### src/hed_pkg.sv
// Shared types and constants of the HTML entity decoder.
package hed_pkg;

  localparam logic [7:0] CH_AMP   = 8'h26;
  localparam logic [7:0] CH_SEMI  = 8'h3B;
  localparam logic [7:0] CH_HASH  = 8'h23;
  localparam logic [7:0] CH_PLUS  = 8'h2B;
  localparam logic [7:0] CH_MINUS = 8'h2D;
  localparam logic [7:0] CH_ZERO  = 8'h30;
  localparam logic [7:0] CH_X     = 8'h78;
  localparam logic [7:0] CH_LT    = 8'h3C;
  localparam logic [7:0] CH_GT    = 8'h3E;
  localparam logic [7:0] CH_QUOT  = 8'h22;
  localparam logic [7:0] CH_APOS  = 8'h27;
  localparam logic [7:0] CH_SPACE = 8'h20;
  localparam logic [7:0] CASE_BIT = 8'h20;

  localparam int unsigned CP_W = 21;
  localparam logic [CP_W-1:0] CP_LIMIT = 21'h10FFFF;
  localparam logic [CP_W-1:0] CP_SAT   = 21'h110000;

  typedef enum logic [3:0] {
    OP_NONE, OP_LOAD, OP_OPEN, OP_POP, OP_APPEND, OP_PARSE_INIT, OP_K_INC, OP_K_DEC,
    OP_SIGN, OP_DIGIT, OP_PUSH_SEMI, OP_PUSH_PK, OP_K_LAST, OP_K_ZERO, OP_CLOSE, OP_FLUSH
  } op_e;

  typedef enum logic [2:0] {
    EM_HEAD, EM_AMP, EM_NAME, EM_UTF, EM_PK
  } emit_e;

  typedef struct packed {
    op_e        op;
    logic       emit;
    emit_e      emit_sel;
    logic [1:0] utf_idx;
  } cmd_t;

  typedef struct packed {
    logic       q_empty;
    logic       head_amp;
    logic       head_semi;
    logic       last;
    logic       pc_win;
    logic       name_hit;
    logic       num_ok;
    logic       k_lt_pc;
    logic       k_nx_lt_pc;
    logic       k_ge1;
    logic       hex;
    logic       cur_ws;
    logic       cur_plus;
    logic       cur_minus;
    logic       cur_zero;
    logic       cur_x;
    logic       cur_digit;
    logic       val_ok;
    logic [1:0] utf_last;
    logic       stage_v;
    logic       out_free;
  } sts_t;

endpackage

### src/hed_if.sv
// Stream interfaces of the HTML entity decoder.
interface hed_in_if;
  logic       valid;
  logic       ready;
  logic [7:0] in_byte;
  logic       in_last;
  modport source (output valid, in_byte, in_last, input ready);
  modport sink (input valid, in_byte, in_last, output ready);
endinterface

interface hed_out_if;
  logic       valid;
  logic       ready;
  logic [7:0] out_byte;
  logic       out_last;
  modport source (output valid, out_byte, out_last, input ready);
  modport sink (input valid, out_byte, out_last, output ready);
endinterface

### src/hed_dp.sv
// Datapath: work queue, entity buffer, numeric parser, UTF-8 encoder, output stage.
module hed_dp #(
  parameter int unsigned WINDOW = 10
) (
  input  logic                clk_i,
  input  logic                rst_ni,
  input  hed_pkg::cmd_t       cmd_i,
  output hed_pkg::sts_t       sts_o,
  input  logic [7:0]          in_byte_i,
  input  logic                in_last_i,
  input  logic                out_ready_i,
  output logic                out_valid_o,
  output logic [7:0]          out_byte_o,
  output logic                out_last_o
);

  localparam int unsigned DEPTH = WINDOW + 1;
  localparam int unsigned QD    = DEPTH + 1;
  localparam int unsigned PCW   = $clog2(DEPTH + 1);
  localparam int unsigned IW    = $clog2(DEPTH);
  localparam int unsigned QNW   = $clog2(QD + 1);
  localparam int unsigned CW    = hed_pkg::CP_W;

  logic [7:0]     q_q [QD];
  logic [7:0]     q_d [QD];
  logic [QNW-1:0] qn_q, qn_d;
  logic [7:0]     p_q [DEPTH];
  logic [PCW-1:0] pc_q, pc_d, k_q, k_d, len;
  logic [CW-1:0]  v_q, v_d;
  logic           neg_q, neg_d, hex_q, hex_d, last_q, last_d;
  logic [7:0]     stage_q;
  logic           stage_v_q, out_v_q;
  logic [7:0]     out_byte_q;
  logic           out_last_q;

  logic [7:0]     nm [4];
  logic [7:0]     head, cur, name_char, utf_byte, emit_byte, push_byte;
  logic           hit, do_push, do_pop, out_free;
  logic [3:0]     dval;
  logic           dvalid;
  logic [CW+4:0]  acc;
  logic [1:0]     utf_last;

  // fixed taps of the entity body for name matching
  for (genvar i = 0; i < 4; i++) begin : g_nm
    if (i + 1 < DEPTH) begin : g_on
      assign nm[i] = p_q[i+1];
    end else begin : g_off
      assign nm[i] = '0;
    end
  end

  assign head     = q_q[0];
  assign cur      = p_q[k_q[IW-1:0]];
  assign len      = pc_q - PCW'(1);
  assign out_free = !out_v_q || out_ready_i;

  always_comb begin
    hit       = 1'b1;
    name_char = hed_pkg::CH_AMP;
    if (len == PCW'(3) && nm[0] == 8'h61 && nm[1] == 8'h6D && nm[2] == 8'h70) begin
      name_char = hed_pkg::CH_AMP;
    end else if (len == PCW'(2) && nm[0] == 8'h6C && nm[1] == 8'h74) begin
      name_char = hed_pkg::CH_LT;
    end else if (len == PCW'(2) && nm[0] == 8'h67 && nm[1] == 8'h74) begin
      name_char = hed_pkg::CH_GT;
    end else if (len == PCW'(4) && nm[0] == 8'h71 && nm[1] == 8'h75 && nm[2] == 8'h6F
                 && nm[3] == 8'h74) begin
      name_char = hed_pkg::CH_QUOT;
    end else if ((len == PCW'(4) && nm[0] == 8'h61 && nm[1] == 8'h70 && nm[2] == 8'h6F
                  && nm[3] == 8'h73)
              || (len == PCW'(3) && nm[0] == hed_pkg::CH_HASH && nm[1] == 8'h33
                  && nm[2] == 8'h39)
              || (len == PCW'(4) && nm[0] == hed_pkg::CH_HASH && nm[1] == hed_pkg::CH_X
                  && nm[2] == 8'h32 && nm[3] == 8'h37)) begin
      name_char = hed_pkg::CH_APOS;
    end else if (len == PCW'(4) && nm[0] == 8'h6E && nm[1] == 8'h62 && nm[2] == 8'h73
                 && nm[3] == 8'h70) begin
      name_char = hed_pkg::CH_SPACE;
    end else begin
      hit = 1'b0;
    end
  end

  always_comb begin
    dvalid = 1'b1;
    dval   = '0;
    if (cur >= 8'h30 && cur <= 8'h39) begin
      dval = 4'(cur - 8'h30);
    end else if (cur >= 8'h61 && cur <= 8'h66) begin
      dval = 4'(cur - 8'h57);
    end else if (cur >= 8'h41 && cur <= 8'h46) begin
      dval = 4'(cur - 8'h37);
    end else begin
      dvalid = 1'b0;
    end
  end

  assign acc = hex_q ? ({5'd0, v_q} << 4) + (CW+5)'(dval)
                     : ({5'd0, v_q} << 3) + ({5'd0, v_q} << 1) + (CW+5)'(dval);

  always_comb begin
    if (v_q < CW'(21'h80))         utf_last = 2'd0;
    else if (v_q < CW'(21'h800))   utf_last = 2'd1;
    else if (v_q < CW'(21'h10000)) utf_last = 2'd2;
    else                           utf_last = 2'd3;
  end

  always_comb begin
    utf_byte = {2'b10, v_q[5:0]};
    case (utf_last)
      2'd0: utf_byte = v_q[7:0];
      2'd1: if (cmd_i.utf_idx == 2'd0) utf_byte = {3'b110, v_q[10:6]};
      2'd2: begin
        if (cmd_i.utf_idx == 2'd0)      utf_byte = {4'b1110, v_q[15:12]};
        else if (cmd_i.utf_idx == 2'd1) utf_byte = {2'b10, v_q[11:6]};
      end
      2'd3: begin
        if (cmd_i.utf_idx == 2'd0)      utf_byte = {5'b11110, v_q[20:18]};
        else if (cmd_i.utf_idx == 2'd1) utf_byte = {2'b10, v_q[17:12]};
        else if (cmd_i.utf_idx == 2'd2) utf_byte = {2'b10, v_q[11:6]};
      end
      default: utf_byte = {2'b10, v_q[5:0]};
    endcase
  end

  always_comb begin
    case (cmd_i.emit_sel)
      hed_pkg::EM_HEAD: emit_byte = head;
      hed_pkg::EM_AMP:  emit_byte = hed_pkg::CH_AMP;
      hed_pkg::EM_NAME: emit_byte = name_char;
      hed_pkg::EM_UTF:  emit_byte = utf_byte;
      hed_pkg::EM_PK:   emit_byte = cur;
      default:          emit_byte = cur;
    endcase
  end

  always_comb begin
    qn_d      = qn_q;
    pc_d      = pc_q;
    k_d       = k_q;
    v_d       = v_q;
    neg_d     = neg_q;
    hex_d     = hex_q;
    last_d    = last_q;
    do_pop    = 1'b0;
    do_push   = 1'b0;
    push_byte = hed_pkg::CH_SEMI;
    case (cmd_i.op)
      hed_pkg::OP_LOAD: begin
        qn_d   = QNW'(1);
        last_d = in_last_i;
      end
      hed_pkg::OP_OPEN: begin
        do_pop = 1'b1;
        pc_d   = PCW'(1);
      end
      hed_pkg::OP_POP: do_pop = 1'b1;
      hed_pkg::OP_APPEND: begin
        do_pop = 1'b1;
        pc_d   = pc_q + PCW'(1);
      end
      hed_pkg::OP_PARSE_INIT: begin
        v_d   = '0;
        neg_d = 1'b0;
        hex_d = (pc_q > PCW'(2)) && ((p_q[2] | hed_pkg::CASE_BIT) == hed_pkg::CH_X);
        k_d   = hex_d ? PCW'(3) : PCW'(2);
      end
      hed_pkg::OP_K_INC: k_d = k_q + PCW'(1);
      hed_pkg::OP_K_DEC: k_d = k_q - PCW'(1);
      hed_pkg::OP_SIGN: begin
        neg_d = 1'b1;
        k_d   = k_q + PCW'(1);
      end
      hed_pkg::OP_DIGIT: begin
        k_d = k_q + PCW'(1);
        v_d = (acc > (CW+5)'(hed_pkg::CP_LIMIT)) ? hed_pkg::CP_SAT : acc[CW-1:0];
      end
      hed_pkg::OP_PUSH_SEMI: do_push = 1'b1;
      hed_pkg::OP_PUSH_PK: begin
        do_push   = 1'b1;
        push_byte = cur;
        k_d       = k_q - PCW'(1);
      end
      hed_pkg::OP_K_LAST: k_d = pc_q - PCW'(1);
      hed_pkg::OP_K_ZERO: k_d = '0;
      hed_pkg::OP_CLOSE:  pc_d = '0;
      default: ;
    endcase
    for (int i = 0; i < QD; i++) begin
      q_d[i] = q_q[i];
    end
    if (cmd_i.op == hed_pkg::OP_LOAD) begin
      q_d[0] = in_byte_i;
    end else if (do_pop) begin
      for (int i = 0; i < QD - 1; i++) begin
        q_d[i] = q_q[i+1];
      end
      qn_d = qn_q - QNW'(1);
    end else if (do_push) begin
      // prepend; the tail entry falls off when full
      for (int i = 1; i < QD; i++) begin
        q_d[i] = q_q[i-1];
      end
      q_d[0] = push_byte;
      qn_d   = (qn_q == QNW'(QD)) ? qn_q : qn_q + QNW'(1);
    end
  end

  always_ff @(posedge clk_i or negedge rst_ni) begin
    if (!rst_ni) begin
      qn_q      <= '0;
      pc_q      <= '0;
      k_q       <= '0;
      stage_v_q <= 1'b0;
      out_v_q   <= 1'b0;
      last_q    <= 1'b0;
    end else begin
      qn_q   <= qn_d;
      pc_q   <= pc_d;
      k_q    <= k_d;
      last_q <= last_d;
      if (cmd_i.emit) begin
        stage_v_q <= 1'b1;
        if (stage_v_q) begin
          out_v_q <= 1'b1;
        end else if (out_ready_i) begin
          out_v_q <= 1'b0;
        end
      end else if (cmd_i.op == hed_pkg::OP_FLUSH && stage_v_q) begin
        out_v_q   <= 1'b1;
        stage_v_q <= 1'b0;
      end else if (out_ready_i) begin
        out_v_q <= 1'b0;
      end
    end
  end

  always_ff @(posedge clk_i) begin
    for (int i = 0; i < QD; i++) begin
      q_q[i] <= q_d[i];
    end
    v_q   <= v_d;
    neg_q <= neg_d;
    hex_q <= hex_d;
    if (cmd_i.op == hed_pkg::OP_OPEN) begin
      p_q[0] <= hed_pkg::CH_AMP;
    end else if (cmd_i.op == hed_pkg::OP_APPEND) begin
      p_q[pc_q[IW-1:0]] <= head;
    end
    if (cmd_i.emit) begin
      stage_q <= emit_byte;
      if (stage_v_q) begin
        out_byte_q <= stage_q;
        out_last_q <= 1'b0;
      end
    end else if (cmd_i.op == hed_pkg::OP_FLUSH && stage_v_q) begin
      out_byte_q <= stage_q;
      out_last_q <= last_q;
    end
  end

  assign out_valid_o = out_v_q;
  assign out_byte_o  = out_byte_q;
  assign out_last_o  = out_last_q;

  assign sts_o.q_empty    = (qn_q == '0);
  assign sts_o.head_amp   = (head == hed_pkg::CH_AMP);
  assign sts_o.head_semi  = (head == hed_pkg::CH_SEMI);
  assign sts_o.last       = last_q;
  assign sts_o.pc_win     = (pc_q == PCW'(DEPTH - 1));
  assign sts_o.name_hit   = hit;
  assign sts_o.num_ok     = (pc_q >= PCW'(2)) && (p_q[1] == hed_pkg::CH_HASH);
  assign sts_o.k_lt_pc    = (k_q < pc_q);
  assign sts_o.k_nx_lt_pc = (k_q < pc_q) && ((k_q + PCW'(1)) < pc_q);
  assign sts_o.k_ge1      = (k_q != '0);
  assign sts_o.hex        = hex_q;
  assign sts_o.cur_ws     = (cur == hed_pkg::CH_SPACE) || (cur >= 8'h09 && cur <= 8'h0D);
  assign sts_o.cur_plus   = (cur == hed_pkg::CH_PLUS);
  assign sts_o.cur_minus  = (cur == hed_pkg::CH_MINUS);
  assign sts_o.cur_zero   = (cur == hed_pkg::CH_ZERO);
  assign sts_o.cur_x      = ((cur | hed_pkg::CASE_BIT) == hed_pkg::CH_X);
  assign sts_o.cur_digit  = dvalid && (hex_q || dval < 4'd10);
  assign sts_o.val_ok     = !neg_q && (v_q != '0) && (v_q <= hed_pkg::CP_LIMIT);
  assign sts_o.utf_last   = utf_last;
  assign sts_o.stage_v    = stage_v_q;
  assign sts_o.out_free   = out_free;

endmodule

### src/hed_ctrl.sv
// Controller: sequences scanning, decoding, parsing, rescan and flush.
module hed_ctrl (
  input  logic          clk_i,
  input  logic          rst_ni,
  input  logic          in_valid_i,
  output logic          in_ready_o,
  input  hed_pkg::sts_t sts_i,
  output hed_pkg::cmd_t cmd_o
);

  typedef enum logic [3:0] {
    S_IDLE, S_SCAN, S_DECODE, S_PWS, S_P0X, S_P0X2, S_PDIG, S_UTF,
    S_FAIL, S_FAIL_K, S_PUSH, S_DUMP, S_END
  } state_e;

  state_e     state_q, state_d;
  logic       ent_q, ent_d, semi_q, semi_d;
  logic [1:0] u_q, u_d;

  always_comb begin
    state_d        = state_q;
    ent_d          = ent_q;
    semi_d         = semi_q;
    u_d            = u_q;
    cmd_o.op       = hed_pkg::OP_NONE;
    cmd_o.emit     = 1'b0;
    cmd_o.emit_sel = hed_pkg::EM_HEAD;
    cmd_o.utf_idx  = u_q;
    case (state_q)
      S_IDLE: begin
        if (in_valid_i) begin
          cmd_o.op = hed_pkg::OP_LOAD;
          state_d  = S_SCAN;
        end
      end
      S_SCAN: begin
        if (sts_i.q_empty) begin
          if (sts_i.last && ent_q) begin
            cmd_o.op = hed_pkg::OP_K_ZERO;
            state_d  = S_DUMP;
          end else begin
            state_d = S_END;
          end
        end else if (!ent_q) begin
          if (sts_i.head_amp) begin
            cmd_o.op = hed_pkg::OP_OPEN;
            ent_d    = 1'b1;
          end else if (sts_i.out_free) begin
            cmd_o.emit     = 1'b1;
            cmd_o.emit_sel = hed_pkg::EM_HEAD;
            cmd_o.op       = hed_pkg::OP_POP;
          end
        end else if (sts_i.head_semi) begin
          cmd_o.op = hed_pkg::OP_POP;
          state_d  = S_DECODE;
        end else begin
          cmd_o.op = hed_pkg::OP_APPEND;
          if (sts_i.pc_win) begin
            semi_d  = 1'b0;
            state_d = S_FAIL;
          end
        end
      end
      S_DECODE: begin
        if (sts_i.name_hit) begin
          if (sts_i.out_free) begin
            cmd_o.emit     = 1'b1;
            cmd_o.emit_sel = hed_pkg::EM_NAME;
            cmd_o.op       = hed_pkg::OP_CLOSE;
            ent_d          = 1'b0;
            state_d        = S_SCAN;
          end
        end else if (sts_i.num_ok) begin
          cmd_o.op = hed_pkg::OP_PARSE_INIT;
          state_d  = S_PWS;
        end else begin
          semi_d  = 1'b1;
          state_d = S_FAIL;
        end
      end
      S_PWS: begin
        if (sts_i.k_lt_pc && sts_i.cur_ws) begin
          cmd_o.op = hed_pkg::OP_K_INC;
        end else begin
          if (sts_i.k_lt_pc && sts_i.cur_plus) begin
            cmd_o.op = hed_pkg::OP_K_INC;
          end else if (sts_i.k_lt_pc && sts_i.cur_minus) begin
            cmd_o.op = hed_pkg::OP_SIGN;
          end
          state_d = S_P0X;
        end
      end
      S_P0X: begin
        // look past a leading zero for an x prefix
        if (sts_i.hex && sts_i.k_nx_lt_pc && sts_i.cur_zero) begin
          cmd_o.op = hed_pkg::OP_K_INC;
          state_d  = S_P0X2;
        end else begin
          state_d = S_PDIG;
        end
      end
      S_P0X2: begin
        cmd_o.op = sts_i.cur_x ? hed_pkg::OP_K_INC : hed_pkg::OP_K_DEC;
        state_d  = S_PDIG;
      end
      S_PDIG: begin
        if (sts_i.k_lt_pc && sts_i.cur_digit) begin
          cmd_o.op = hed_pkg::OP_DIGIT;
        end else if (sts_i.val_ok) begin
          u_d     = '0;
          state_d = S_UTF;
        end else begin
          semi_d  = 1'b1;
          state_d = S_FAIL;
        end
      end
      S_UTF: begin
        if (sts_i.out_free) begin
          cmd_o.emit     = 1'b1;
          cmd_o.emit_sel = hed_pkg::EM_UTF;
          if (u_q == sts_i.utf_last) begin
            cmd_o.op = hed_pkg::OP_CLOSE;
            ent_d    = 1'b0;
            state_d  = S_SCAN;
          end else begin
            u_d = u_q + 2'd1;
          end
        end
      end
      S_FAIL: begin
        if (sts_i.out_free) begin
          cmd_o.emit     = 1'b1;
          cmd_o.emit_sel = hed_pkg::EM_AMP;
          if (semi_q) begin
            cmd_o.op = hed_pkg::OP_PUSH_SEMI;
          end
          state_d = S_FAIL_K;
        end
      end
      S_FAIL_K: begin
        cmd_o.op = hed_pkg::OP_K_LAST;
        state_d  = S_PUSH;
      end
      S_PUSH: begin
        // push held bytes back in front of the queue, last first
        if (sts_i.k_ge1) begin
          cmd_o.op = hed_pkg::OP_PUSH_PK;
        end else begin
          cmd_o.op = hed_pkg::OP_CLOSE;
          ent_d    = 1'b0;
          state_d  = S_SCAN;
        end
      end
      S_DUMP: begin
        if (sts_i.k_lt_pc) begin
          if (sts_i.out_free) begin
            cmd_o.emit     = 1'b1;
            cmd_o.emit_sel = hed_pkg::EM_PK;
            cmd_o.op       = hed_pkg::OP_K_INC;
          end
        end else begin
          cmd_o.op = hed_pkg::OP_CLOSE;
          ent_d    = 1'b0;
          state_d  = S_END;
        end
      end
      S_END: begin
        if (sts_i.out_free) begin
          cmd_o.op = hed_pkg::OP_FLUSH;
          state_d  = S_IDLE;
        end
      end
      default: state_d = S_IDLE;
    endcase
  end

  always_ff @(posedge clk_i or negedge rst_ni) begin
    if (!rst_ni) begin
      state_q <= S_IDLE;
      ent_q   <= 1'b0;
      semi_q  <= 1'b0;
      u_q     <= '0;
    end else begin
      state_q <= state_d;
      ent_q   <= ent_d;
      semi_q  <= semi_d;
      u_q     <= u_d;
    end
  end

  assign in_ready_o = (state_q == S_IDLE);

endmodule

### src/html_entity_decoder_top.sv
// Top level of the streaming HTML entity decoder.
//
//   port   dir  payload              meaning
//   in_i   in   in_byte, in_last     raw text word, last marks end of text
//   out_o  out  out_byte, out_last   decoded word, last on final decoded word
//
// A word is taken only while the controller is idle; a plain byte passes through
// accept, scan, empty check and hand-off. Each held byte of an entity is appended
// in a scan step; on ';' the body is decoded, a numeric body is parsed byte by byte
// after any prefix steps, and the UTF-8 bytes are emitted in turn. A failed entity
// emits '&' and pushes its held bytes back for rescan, and a flush at the end of
// text dumps the held bytes before the last word. Reset is asynchronous and active
// low; no clearing pass. A stalled output holds the controller in states that emit.
module html_entity_decoder_top #(
  parameter int unsigned WINDOW = 10
) (
  input  logic       clk_i,
  input  logic       rst_ni,
  hed_in_if.sink     in_i,
  hed_out_if.source  out_o
);

  hed_pkg::cmd_t cmd;
  hed_pkg::sts_t sts;
  logic          in_ready;

  hed_ctrl u_ctrl (
    .clk_i      (clk_i),
    .rst_ni     (rst_ni),
    .in_valid_i (in_i.valid),
    .in_ready_o (in_ready),
    .sts_i      (sts),
    .cmd_o      (cmd)
  );

  hed_dp #(
    .WINDOW (WINDOW)
  ) u_dp (
    .clk_i       (clk_i),
    .rst_ni      (rst_ni),
    .cmd_i       (cmd),
    .sts_o       (sts),
    .in_byte_i   (in_i.in_byte),
    .in_last_i   (in_i.in_last),
    .out_ready_i (out_o.ready),
    .out_valid_o (out_o.valid),
    .out_byte_o  (out_o.out_byte),
    .out_last_o  (out_o.out_last)
  );

  assign in_i.ready = in_ready;

  a_stage_empty_idle: assert property (@(posedge clk_i) disable iff (!rst_ni)
    in_ready |-> !sts.stage_v)
    else $error("staged word left behind between input words");

  a_one_word: assert property (@(posedge clk_i) disable iff (!rst_ni)
    (in_i.valid && in_ready) |=> !in_ready)
    else $error("second word taken before the first was processed");

  a_emit_free: assert property (@(posedge clk_i) disable iff (!rst_ni)
    cmd.emit |-> sts.out_free)
    else $error("emit issued while the output register is stalled");

endmodule
### src/flat_wrapper.sv
// flat-port wrapper written by rule: the top's interface ports become plain ports
module html_entity_decoder_top_flat 
#(
  parameter int unsigned WINDOW = 10
)
  (clk_i, rst_ni, in_i_valid, in_i_in_byte, in_i_in_last, in_i_ready, out_o_valid, out_o_out_byte, out_o_out_last, out_o_ready);
  hed_in_if in_i_i ();
  hed_out_if out_o_i ();
  input  logic clk_i;
  input  logic rst_ni;
  input wire logic [$bits(in_i_i.valid)-1:0] in_i_valid;
  input wire logic [$bits(in_i_i.in_byte)-1:0] in_i_in_byte;
  input wire logic [$bits(in_i_i.in_last)-1:0] in_i_in_last;
  output wire logic [$bits(in_i_i.ready)-1:0] in_i_ready;
  output wire logic [$bits(out_o_i.valid)-1:0] out_o_valid;
  output wire logic [$bits(out_o_i.out_byte)-1:0] out_o_out_byte;
  output wire logic [$bits(out_o_i.out_last)-1:0] out_o_out_last;
  input wire logic [$bits(out_o_i.ready)-1:0] out_o_ready;
  assign in_i_i.valid = in_i_valid;
  assign in_i_i.in_byte = in_i_in_byte;
  assign in_i_i.in_last = in_i_in_last;
  assign in_i_ready = in_i_i.ready;
  assign out_o_valid = out_o_i.valid;
  assign out_o_out_byte = out_o_i.out_byte;
  assign out_o_out_last = out_o_i.out_last;
  assign out_o_i.ready = out_o_ready;
  html_entity_decoder_top #(.WINDOW(WINDOW)) u_core (.clk_i(clk_i), .rst_ni(rst_ni), .in_i(in_i_i), .out_o(out_o_i));
endmodule
### config.mk
export PLATFORM = sky130hd
export DESIGN_NAME = html_entity_decoder_top_flat
export DESIGN_NICKNAME = d
export VERILOG_FILES = /design/src/hed_pkg.sv /design/src/hed_if.sv /design/src/hed_dp.sv /design/src/hed_ctrl.sv /design/src/html_entity_decoder_top.sv /design/src/flat_wrapper.sv
export SDC_FILE = /design/constraint.sdc
export NUM_CORES = 1
export LEC_CHECK = 0
export ABC_AREA = 1
export BUFFER_PORTS_ARGS = -buffer_cell sky130_fd_sc_hd__clkbuf_2
export CAP_MARGIN = 20
export CORE_UTILIZATION = 30
export DETAILED_ROUTE_END_ITERATION = 16
export MAX_ROUTING_LAYER = met4
export SETUP_SLACK_MARGIN = 0.05
export SLEW_MARGIN = 20
export SYNTH_ARGS = -nofsm -noshare
export SYNTH_HDL_FRONTEND = slang
export SYNTH_SLANG_ARGS = --single-unit
export TNS_END_PERCENT = 10
### constraint.sdc
create_clock -name clk_i -period 6.3 [get_ports clk_i]
set_input_delay 0.315 -clock clk_i [delete_from_list [all_inputs] [get_ports clk_i]]
set_output_delay 0.315 -clock clk_i [all_outputs]
set_load 0.02 [all_outputs]
# Word level (Yosys, flattened, before mapping)
# Memories as Yosys holds them, arrays and structs flattened.
# Cells that the tools add are included.
[totals]
regBits = 63
latchBits = 0
ram_bits = 184
rom_bits = 0
out_inout_bits = 11
memories = 2
[memory_table]
columns = ["name", "words", "word_bits", "read_ports", "rd_clocked_by_memory_dff", "wr", "line_no", "source"]
rows = [
  ["u_core.u_dp.q_q", 12, 8, 12, 0, 12, "hed_dp.sv:24", "logic [7:0] q_q [QD];"],
  ["u_core.u_dp.p_q", 11, 8, 5, 0, 1, "hed_dp.sv:27", "logic [7:0] p_q [DEPTH];"],
]
[classes]
addsub = 13
n_mul = 0
div = 0
order_cmp = 18
n_eq_ne = 96
shift = 0
n_mux = 144
bitwise_logic = 0
reduce_logical = 76
[ops]
columns = ["op", "count"]
rows = [
  ["2-to-1 mux 88 bit", 2],
  ["2-to-1 mux 4 bit", 43],
  ["== test 8 x 7 -> 1 bit (second input constant)", 17],
  ["2-to-1 mux 8 bit", 13],
  ["case mux 4 bit (13 select lines)", 2],
  ["2-to-1 mux 96 bit", 1],
  ["== test 8 x 6 -> 1 bit (second input constant)", 11],
  ["case mux 8 bit (4 select lines)", 2],
  ["== test 4 bit (second input constant)", 15],
  ["adder 25 x 4 -> 26 bit", 2],
  ["2-to-1 mux 1 bit", 47],
  ["logical AND 1 bit", 44],
  ["case mux 21 bit (2 select lines)", 1],
  ["case mux 4 bit (5 select lines)", 2],
  ["!= test 2 bit (second input constant)", 19],
  ["== test 4 x 3 -> 1 bit (second input constant)", 9],
  ["2-to-1 mux 7 bit", 4],
  ["> comparator 26 x 21 -> 1 bit (second input constant)", 1],
  ["2-to-1 mux 26 bit", 1],
  ["adder 24 x 22 -> 25 bit", 1],
  ["== test 4 x 2 -> 1 bit (second input constant)", 6],
  ["2-to-1 mux 3 bit", 8],
  ["2-to-1 mux 6 bit", 4],
  ["<= comparator 21 bit (second input constant)", 1],
  ["other kinds (54)", 91],
]

# Depth between registers and ports, before layout
# Gate-level depths: netlist of run 1.
[depth]
depth_word = 21
ltp_mapped = 42

# By module
# Synthesis of run 1 repeated with hierarchy kept, for this count alone.
[hier_totals]
hier_cells = 2009
hier_area_um2 = 16908.7
[modules_own_cells]
columns = ["mod", "n_inst", "cells_per_inst", "area_each_um2", "seq_area_each_um2"]
rows = [
  ["hed_dp", 1, 1790, 15751.4, 8303.0],
  ["hed_ctrl", 1, 219, 1157.4, 200.2],
]

# Least setup slack after synthesis of run 1
# No wires, ideal clock.
[synth_path]
path_type = "reg-to-reg"
from = "register u_core.u_dp.k_q[0]"
to = "register u_core.u_dp.v_q[11] (data pin)"
setup_time_ns = 0.141
t_arrival_ns = 4.563
t_required_ns = 6.159
slack_ns = 1.596
stages_incl_launch_ff = 41
path_buffers = 4
path_cell_list = "dfrtp_1 buf_6 inv_4 buf_6 buf_6 nand2_1 nand3_1 nand2_1 nand2_1 nand2_1 inv_1 nand2_1 inv_1 ha_1 inv_1 nand2_1 nand3_1 nand2_1 [5 not listed] fa_1 inv_1 ha_1 nand3_1 nand2_1 nand2_1 o2111ai_1 nand3_1 o2111ai_1 or2_2 nand3_1 o21ai_0 inv_1 nand3_1 nand2_1 nand4_2 clkbuf_1 nor2_1"
[synth_via]
elab_chain_len = 14
word_cells_on_any_way = 59
[synth_lines]
columns = ["item", "line_no", "source"]
rows = [
  ["start: declaration", "hed_dp.sv:28", "logic [PCW-1:0] pc_q, pc_d, k_q, k_d, len;"],
  ["start signal: assignment", "hed_dp.sv:221", "k_q <= k_d;"],
  ["parallel branches: the longest is 13 deep, another holds adder 25 x 4 -> 26 bit", "n/a", ""],
  ["case mux 21 bit (2 select lines) (*)", "hed_dp.sv:149", "case (cmd_i.op)"],
  ["end signal: assignment", "hed_dp.sv:243", "v_q <= v_d;"],
  ["end: declaration", "hed_dp.sv:29", "logic [CW-1:0] v_q, v_d;"],
]
# Mark *: on every way between the ends.
# A chain may end at the register's enable or synchronous reset.

# Final worst setup path of run 1
[layout_path]
from = "register u_core.u_dp.k_q[0]"
to = "register u_core.u_dp.v_q[10] (data pin)"
# Same word-level chain as after synthesis.

==> summary.txt, run 1 <==
Clock network
  – H-tree levels: 2
  – CTS tree: done
  – Root Driver: clkbuf_16
  – Worst-path clk slew: ~60 ps
  – TritonCTS buffer count: 34
  – Post-CTS setup buffer count: 0
  – Skew-Pair Late Insertion Delay: roughly 560 ps
  – Sink Count: between 200 and 300
  – Max Buffers Root-to-Sink: 3

Synthesis
  – Largest family of logic cells by synthesized area: simple AND/OR/NAND/NOR gates
  – Post-synthesis simple-gate area fraction: 22.6%
  – Post-synth top cells: nand2_1 (455), inv_1 (314), edfxtp_1 (264)
  – Synth warnings: 0
  – Compound-Gate Fraction of Synth Area: between 10% and 20%
  – Xor/xnor share of the synthesized area: 1.17%
  – Syn_nets: 1988
  – Synth top area share: between 40% and 50%
  – Yosys top cell by area: edfxtp_1
  – Post-Synth Adder-Cell Area: 5.11%
  – Post-Syn Area: between 15000 and 20000 sq um
  – Synth Instances: ~1900
  – Synth Register Bits: ~290
  – Top post-synthesis cells by area: edfxtp_1 (48%), nand2_1 (10%), inv_1 (7.2%)
  – Ys async rst share: ~8.0%
  – Register area share after synthesis: 51.7%
  – Syn Area/Cell: ~8.6 sq um
  – Fraction of synthesized area in multiplexers: 0.0609%
  – Most numerous cell in the Yosys netlist: nand2_1
  – Synth unique cells: 58
  – Top_reg_cell synth: edfxtp_1
  – Number of synthesized flops with an enable pin: ~260

Worst setup path
  – CP Buf/Inv Count: 7
  – Most frequent CP cell: nand2_1
  – R2R setup slack: approximately 680 ps
  – R2r endpoint: u_core.u_dp.v_q[10]$_SDFFCE_PN0P_
  – Reg-to-reg startpoint: u_core.u_dp.k_q[0]$_DFFE_PN0P_
  – Critical path's largest stage delay: a little over 400 ps
  – Crit path max-delay family: simple AND/OR/NAND/NOR gates
  – CP Launch Type: register
  – Critical Path AT: roughly 6000 ps
  – CP Capture Type: register
  – Worst Setup Path Type: register to register
  – WP data required: about 6700 ps
  – Reg2Reg Depth: 35
  – CP max FO: 68
  – Crit-path slowest cell: buf_6

Power and ir drop
  – Pwr Density: between 400 and 500 nW/um^2
  – Sequential power share: about 39%
  – Comb power frac: roughly two fifths
  – Internal power: 4.68 mW
  – PnR Total Power: 7.82 mW
  – Total leakage power: slightly below 8 nW
  – Net Sw Frac: 40.2%
  – Clk network pwr share: roughly a quarter
  – Worst IR drop on VDD: 338 uV
  – Net Switching: around 3.1 mW

Route
  – Drt drc: 0
  – WL final: approximately 45 mm
  – M1 WL: between 15 and 20 mm
  – Vias post-DR: ~13000
  – Drt pass-1 iters: 6
  – Metal2 WL: approximately 21 mm
  – Post-route ant nets: 0
  – WL/cell: between 15 and 20 um
  – Top routing layer in use: met4
  – DRT iter0 DRCs: approximately 1300
  – Met3 Wirelength: 2.41 mm
  – Via-to-Cell Ratio: between 4 and 5

Hold path
  – Hold path startpoint: in_i_in_last
  – Hold path depth: 3
  – Worst hold path type: input port to register
  – Endpoint, Worst Hold: u_core.u_dp.last_q$_DFFE_PN0P_

Final layout
  – Final core occ: approximately a third
  – Fraction of layout cells with a size suffix above 1: 6.39%
  – Finished Layout Cells: about 2700
  – Design Area, Final: around 18000 sq um
  – Sequential standard cell area: ~8500 sq um
  – Fill cells: around 5500
  – Nets: 2011
  – Area of the multi-input gates: between 6000 and 7000 sq um
  – Antenna diodes: 0
  – Area growth syn-to-layout: 11.6%

STA
  – Final Hold Viols: 0
  – Slew of the pin with the lowest slew margin: 1040 ps
  – Min Tclk post-route: approximately 5600 ps
  – RSZ-0062 raised after global routing: no
  – TNS Setup: 0 ps
  – # setup viols final: 0
  – Hold Slack: 23.2 ps
  – Final worst-path cycle share: 89.3%
  – Fin. max-slew vios: 0
  – Layout Skew: 13.7 ps
  – Fmax: 0.178 GHz
  – Worst slew margin: ~30%
  – Final worst slack: around 680 ps

Place
  – Placed cells: 2590
  – Placer Congestion: ~0.95
  – Worst slack, placed: ~500 ps
  – # port buffers: 23
  – Placed cell areas: between 15000 and 20000 sq um
  – Post-DP HPWL: about 32 mm

Floorplanning
  – CORE AREA: about 54000 sq um
  – IO Pins: 24
  – Die extent in x: 236 um
  – DIE AREA: between 50000 and 60000 sq um
  – Die height: 236 um
  – FP Rows: 85
  – Starting density of the core: 30.4%

Flow run
  – Maxcap violations: 0

GRT
  – Total track usage: roughly 17%
  – Largest net degree at the start of global routing: 74
  – Initial antenna violation count: 0
  – Gr ovfl total: 0
  – Vias in the first global route: about 13000
  – Global-route wire length before repair: a little over 70 mm

Run status
  – Run status: complete, no violations
## kinds of logic after synthesis
family                     after synthesis
muxes                                    1
DFF                                    287
and+or+nand+nor                        871
buffers and inverters                  377
adders and majority gates               66
xor gates and xnor gates                22
AOI/OAI and AO/OA                      285
## routing by layer
layer	GRT usage [%]	vias up
met2	27.0	418
met1	20.8	6249
li1	-	6463
met4	6.46	0
met5	-	-
met3	2.40	85
## sequential cells by signal, indices dropped and copies added, names as in the netlist, 2 cells and up
| register | cells |
|---|---|
| u_core.u_dp.k_q | 4 |
| u_core.u_dp.stage_q | 8 |
| u_core.u_dp.pc_q | 4 |
| u_core.u_dp.qn_q | 4 |
| u_core.u_ctrl.u_q | 2 |
| u_core.u_dp.out_byte_o | 8 |
| u_core.u_dp.v_q | 21 |
| u_core.u_dp.p_q | 128 |
| u_core.u_dp.q_q | 96 |
| u_core.u_ctrl.state_q | 4 |
## worst reg2reg max path, delay by kind of cell, from the launching register on
| kind | cells | cell delay (ps) |
|---|---|---|
| DFF | 1 | 390 |
| xor gates and xnor gates | 1 | 170 |
| AOI/OAI and AO/OA | 4 | 820 |
| and+or+nand+nor | 20 | 2240 |
| buffers and inverters | 7 | 940 |
| adders and majority gates | 3 | 880 |
## worst max path at each step
stage,end,from,slack [ps],depth (start not counted)
floorplan,u_core.u_dp.v_q[11]$_SDFFCE_PN0P_,u_core.u_dp.k_q[0]$_DFFE_PN0P_,1600,40
global placement,u_core.u_dp.v_q[10]$_SDFFCE_PN0P_,u_core.u_dp.k_q[0]$_DFFE_PN0P_,680,36
detailed placement,u_core.u_dp.v_q[10]$_SDFFCE_PN0P_,u_core.u_dp.k_q[0]$_DFFE_PN0P_,510,35
CTS,u_core.u_dp.v_q[10]$_SDFFCE_PN0P_,u_core.u_dp.k_q[0]$_DFFE_PN0P_,430,35
global route,u_core.u_dp.v_q[10]$_SDFFCE_PN0P_,u_core.u_dp.k_q[0]$_DFFE_PN0P_,120,35
finish,u_core.u_dp.v_q[10]$_SDFFCE_PN0P_,u_core.u_dp.k_q[0]$_DFFE_PN0P_,680,35
## layout by cell type (no fill, tap or decap), types with 21 or more instances in the layout
cell and instances:
clkbuf_16 35, clkbuf_2 23, a21oi_1 59, edfxtp_1 264, o21ai_0 92, dfrtp_1 21, ha_1 64, inv_1 312
nand2_1 455, o22ai_1 64, nor3_1 26, nand3_1 136, nand4_1 24, nor2_1 189
## final cells by class
class                   count  area share [%]
multi-input cells        1245            35.1
clock buffers              44            4.96
well taps                 696            4.74
flip-flops and latches    287            46.3
clock inverters            17           0.641
inverters                 321            6.58
repair buffers             43            1.62
## repair_timing
| item | CTS | global route |
|---|---|---|
| resized for setup | 0 | 4 |
| hold endpoints to repair | 23 | 0 |
| endpoints found under the setup margin | 0 | 19 |
| hold buffers | 1 | 0 |
## power groups by stage
stage	Clock, mW	Sequential, mW	Combinational (mW)
3_3_place_gp	0	3.03	2.90
5_1_grt	1.95	3.06	3.32
2_1_floorplan	0	3.04	2.10
3_5_place_dp	0	3.05	2.94
6_report	1.83	3.01	2.98
4_1_cts	1.88	3.01	2.96
Power figures use the tool's default switching activity.
==> run 2, diff against run 1 <==
==> constraint.sdc (replaced) <==
create_clock -name clk_i -period 6.3 [get_ports clk_i]
set_input_delay 0.945 -clock clk_i [delete_from_list [all_inputs] [get_ports clk_i]]
set_output_delay 0.945 -clock clk_i [all_outputs]
set_load 0.02 [all_outputs]
==> summary.txt, run 2 (synthesized netlist as in run 1, its figures left out) <==
Run status
  – Run status: complete, no violations (unchanged)

Place
  – Post-DP HPWL: 32.3 mm (unchanged)
  – Placed cell areas: 17300 sq um (unchanged)
  – # port buffers: 23 (unchanged)
  – Placer Congestion: 0.952 (unchanged)

Route
  – Drt pass-1 iters: 5 (was 6)
  – WL/cell: 16.9 um (about the same)
  – WL final: 44.9 mm (was 44.8 mm)
  – Via-to-Cell Ratio: 4.99 (was 4.98)
  – DRT iter0 DRCs: 1295 (was 1318)
  – Post-route ant nets: 0 (unchanged)
  – Drt drc: 0 (unchanged)
  – Vias post-DR: 13243 (was 13215)

Worst setup path
  – Most frequent CP cell: nand2_1 (unchanged)
  – Critical Path AT: 6080 ps (was 6000 ps)
  – CP Launch Point: u_core.u_dp.k_q[0]$_DFFE_PN0P_ (unchanged)
  – Crit-path slowest cell: buf_6 (unchanged)
  – CP max FO: 68 (unchanged)
  – R2r endpoint: u_core.u_dp.v_q[10]$_SDFFCE_PN0P_ (unchanged)
  – Critical path's largest stage delay: 410 ps (about the same)
  – WP data required: 6680 ps (was 6670 ps)
  – Reg-to-reg startpoint: u_core.u_dp.k_q[0]$_DFFE_PN0P_ (unchanged)
  – Critical Path End: u_core.u_dp.v_q[10]$_SDFFCE_PN0P_ (unchanged)
  – Reg2Reg Depth: 35 (unchanged)
  – CP Capture Type: register (unchanged)
  – CP Launch Type: register (unchanged)
  – Worst Setup Path Type: register to register (unchanged)
  – R2R setup slack: 590 ps (was 680 ps)

Floorplanning
  – CORE AREA: 54000 sq um (unchanged)
  – DIE AREA: 55800 sq um (unchanged)
  – Die extent in x: 236 um (unchanged)
  – Die height: 236 um (unchanged)
  – IO Pins: 24 (unchanged)
  – FP Rows: 85 (unchanged)
  – Starting density of the core: 30.4% (unchanged)

STA
  – Fmax: 0.175 GHz (was 0.178 GHz)
  – Min Tclk post-route: 5710 ps (was 5620 ps)
  – Layout Skew: 18.1 ps (was 13.7 ps)
  – Final Hold Viols: 0 (unchanged)
  – TNS Setup: 0 ps (unchanged)
  – Final worst-path cycle share: 90.6% (was 89.3%)
  – Slew of the pin with the lowest slew margin: 1040 ps (about the same)
  – Fin. max-slew vios: 0 (unchanged)
  – RSZ-0062 raised after global routing: no (unchanged)
  – Worst slew margin: 29.9% (was 30.0%)
  – # setup viols final: 0 (unchanged)

Clock network
  – Post-cts sizing count: 0 (unchanged)
  – CTS tree: done (unchanged)
  – TritonCTS buffer count: 34 (unchanged)
  – Hold Buf Count CTS: 0 (was 1)
  – Max Buffers Root-to-Sink: 3 (unchanged)
  – H-tree levels: 2 (unchanged)
  – Post-CTS setup buffer count: 0 (unchanged)
  – Worst-path clk slew: 60 ps (about the same)
  – Root Driver: clkbuf_16 (unchanged)
  – Sink Count: 287 (unchanged)
  – Skew-Pair Late Insertion Delay: 560 ps (about the same)

GRT
  – Vias in the first global route: 12736 (was 12738)
  – Total track usage: 16.6% (unchanged)
  – Global-route wire length before repair: 70.6 mm (unchanged)
  – Met1 Track Usage GR: 20.8% (unchanged)
  – GR Util met2: 27.0% (unchanged)
  – Gr busiest metal: met2 (unchanged)
  – Initial antenna violation count: 0 (unchanged)
  – Largest net degree at the start of global routing: 74 (unchanged)
  – Gr ovfl total: 0 (unchanged)
  – M3 GR Usage: 2.40% (unchanged)

Final layout
  – Largest regs: u_core.u_dp.p_q: 128 flops, u_core.u_dp.q_q: 96 flops, u_core.u_dp.v_q: 21 flops (unchanged)
  – Area growth syn-to-layout: 11.6% (about the same)
  – Antenna diodes: 0 (unchanged)
  – Largest register FFs: 128 (unchanged)
  – Most flops, register: u_core.u_dp.p_q (unchanged)
  – Design Area, Final: 18300 sq um (was 18400 sq um)
  – Fraction of layout cells with a size suffix above 1: 6.39% (about the same)
  – Nets: 2010 (was 2011)
  – Most frequent cells in the layout: nand2_1 (455), inv_1 (312), edfxtp_1 (264) (unchanged)
  – Final core occ: 34.0% (about the same)
  – Fill cells: 5524 (was 5523)
  – Commonest non-fill, non-tap cell in the layout: nand2_1 (unchanged)

Power and ir drop
  – Total leakage power: 7.83 nW (about the same)
  – Clk network pwr share: 23.4% (about the same)
  – Sequential power share: 38.5% (about the same)
  – Worst IR drop on VDD: 337 uV (was 338 uV)
  – Pwr Density: 427 nW/um^2 (was 426 nW/um^2)
  – Net Switching: 3.15 mW (about the same)
  – PnR Total Power: 7.83 mW (was 7.82 mW)
  – Internal power: 4.68 mW (about the same)
  – Net Sw Frac: 40.2% (about the same)
  – Comb power frac: 38.1% (about the same)

Hold path
  – Worst hold path type: register to register (was input port to register)

Flow run
  – Maxcap violations: 0 (unchanged)
[run 2: changes by cell type in the layout (fill, tap and decap cells not counted)]
cell,change
dlygate4sd3_1,-1
[run 2: per-layer routing]
metal / vias up / part of all wire, % / wire length, um
met2: 420 / 47 / 21300
li1: 6464 / - / -
met3: 89 / 5.3 / 2360
met1: 6270 / 44 / 19900
met4: 0 / 3.1 / 1380
met5: - / 0 / 0
[run 2: final cells by class]
class / instances / area (sq um) / area share (%)
clock buffers: 44 / 910 / 4.96
clock inverters: 17 / 118 / 0.641
inverters: 321 / 1210 / 6.59
multi-input cells: 1245 / 6450 / 35.1
flip-flops and latches: 287 / 8510 / 46.4
well taps: 696 / 871 / 4.75
repair buffers: 42 / 287 / 1.56
[run 2: worst min path at each step]
stage                                          end  depth (start not counted)                        startpoint  slack [ps]
2_1_floorplan  u_core.u_dp.out_byte_o[0]$_DFFE_PP_                          0  u_core.u_dp.stage_q[0]$_DFFE_PP_         400
3_3_place_gp   u_core.u_dp.out_byte_o[7]$_DFFE_PP_                          0  u_core.u_dp.stage_q[7]$_DFFE_PP_         400
3_5_place_dp   u_core.u_dp.out_byte_o[7]$_DFFE_PP_                          0  u_core.u_dp.stage_q[7]$_DFFE_PP_         400
4_1_cts        u_core.u_dp.out_byte_o[6]$_DFFE_PP_                          0  u_core.u_dp.stage_q[6]$_DFFE_PP_         420
5_1_grt        u_core.u_dp.out_byte_o[6]$_DFFE_PP_                          0  u_core.u_dp.stage_q[6]$_DFFE_PP_         430
6_report       u_core.u_dp.out_byte_o[7]$_DFFE_PP_                          0  u_core.u_dp.stage_q[7]$_DFFE_PP_         420
[run 2: critical path: cells and delay by family, from the launching register on]
family,cells,cell delay (ps)
AND/OR/NAND/NOR,20,2220
flip-flops,1,390
XOR/XNOR,1,170
buffers and inverters,7,950
AO/OA/AOI/OAI,4,830
adder cells (fa/ha/maj),3,880
[run 2: through the flow]
step	cells	hold slack [ps]	setup WS, ps
floorplan	1909	400	1600
global placement	2590	401	682
detailed placement	2590	405	514
CTS	2651	423	428
global route	2652	426	121
finish	2652	419	595
[run 2: power by group through the flow]
stage | clock [mW] | combinational, mW | sequential [mW]
2_1_floorplan | 0 | 2.10 | 3.04
3_3_place_gp | 0 | 2.90 | 3.03
3_5_place_dp | 0 | 2.94 | 3.05
4_1_cts | 1.88 | 2.96 | 3.01
5_1_grt | 1.95 | 3.32 | 3.06
6_report | 1.83 | 2.98 | 3.01
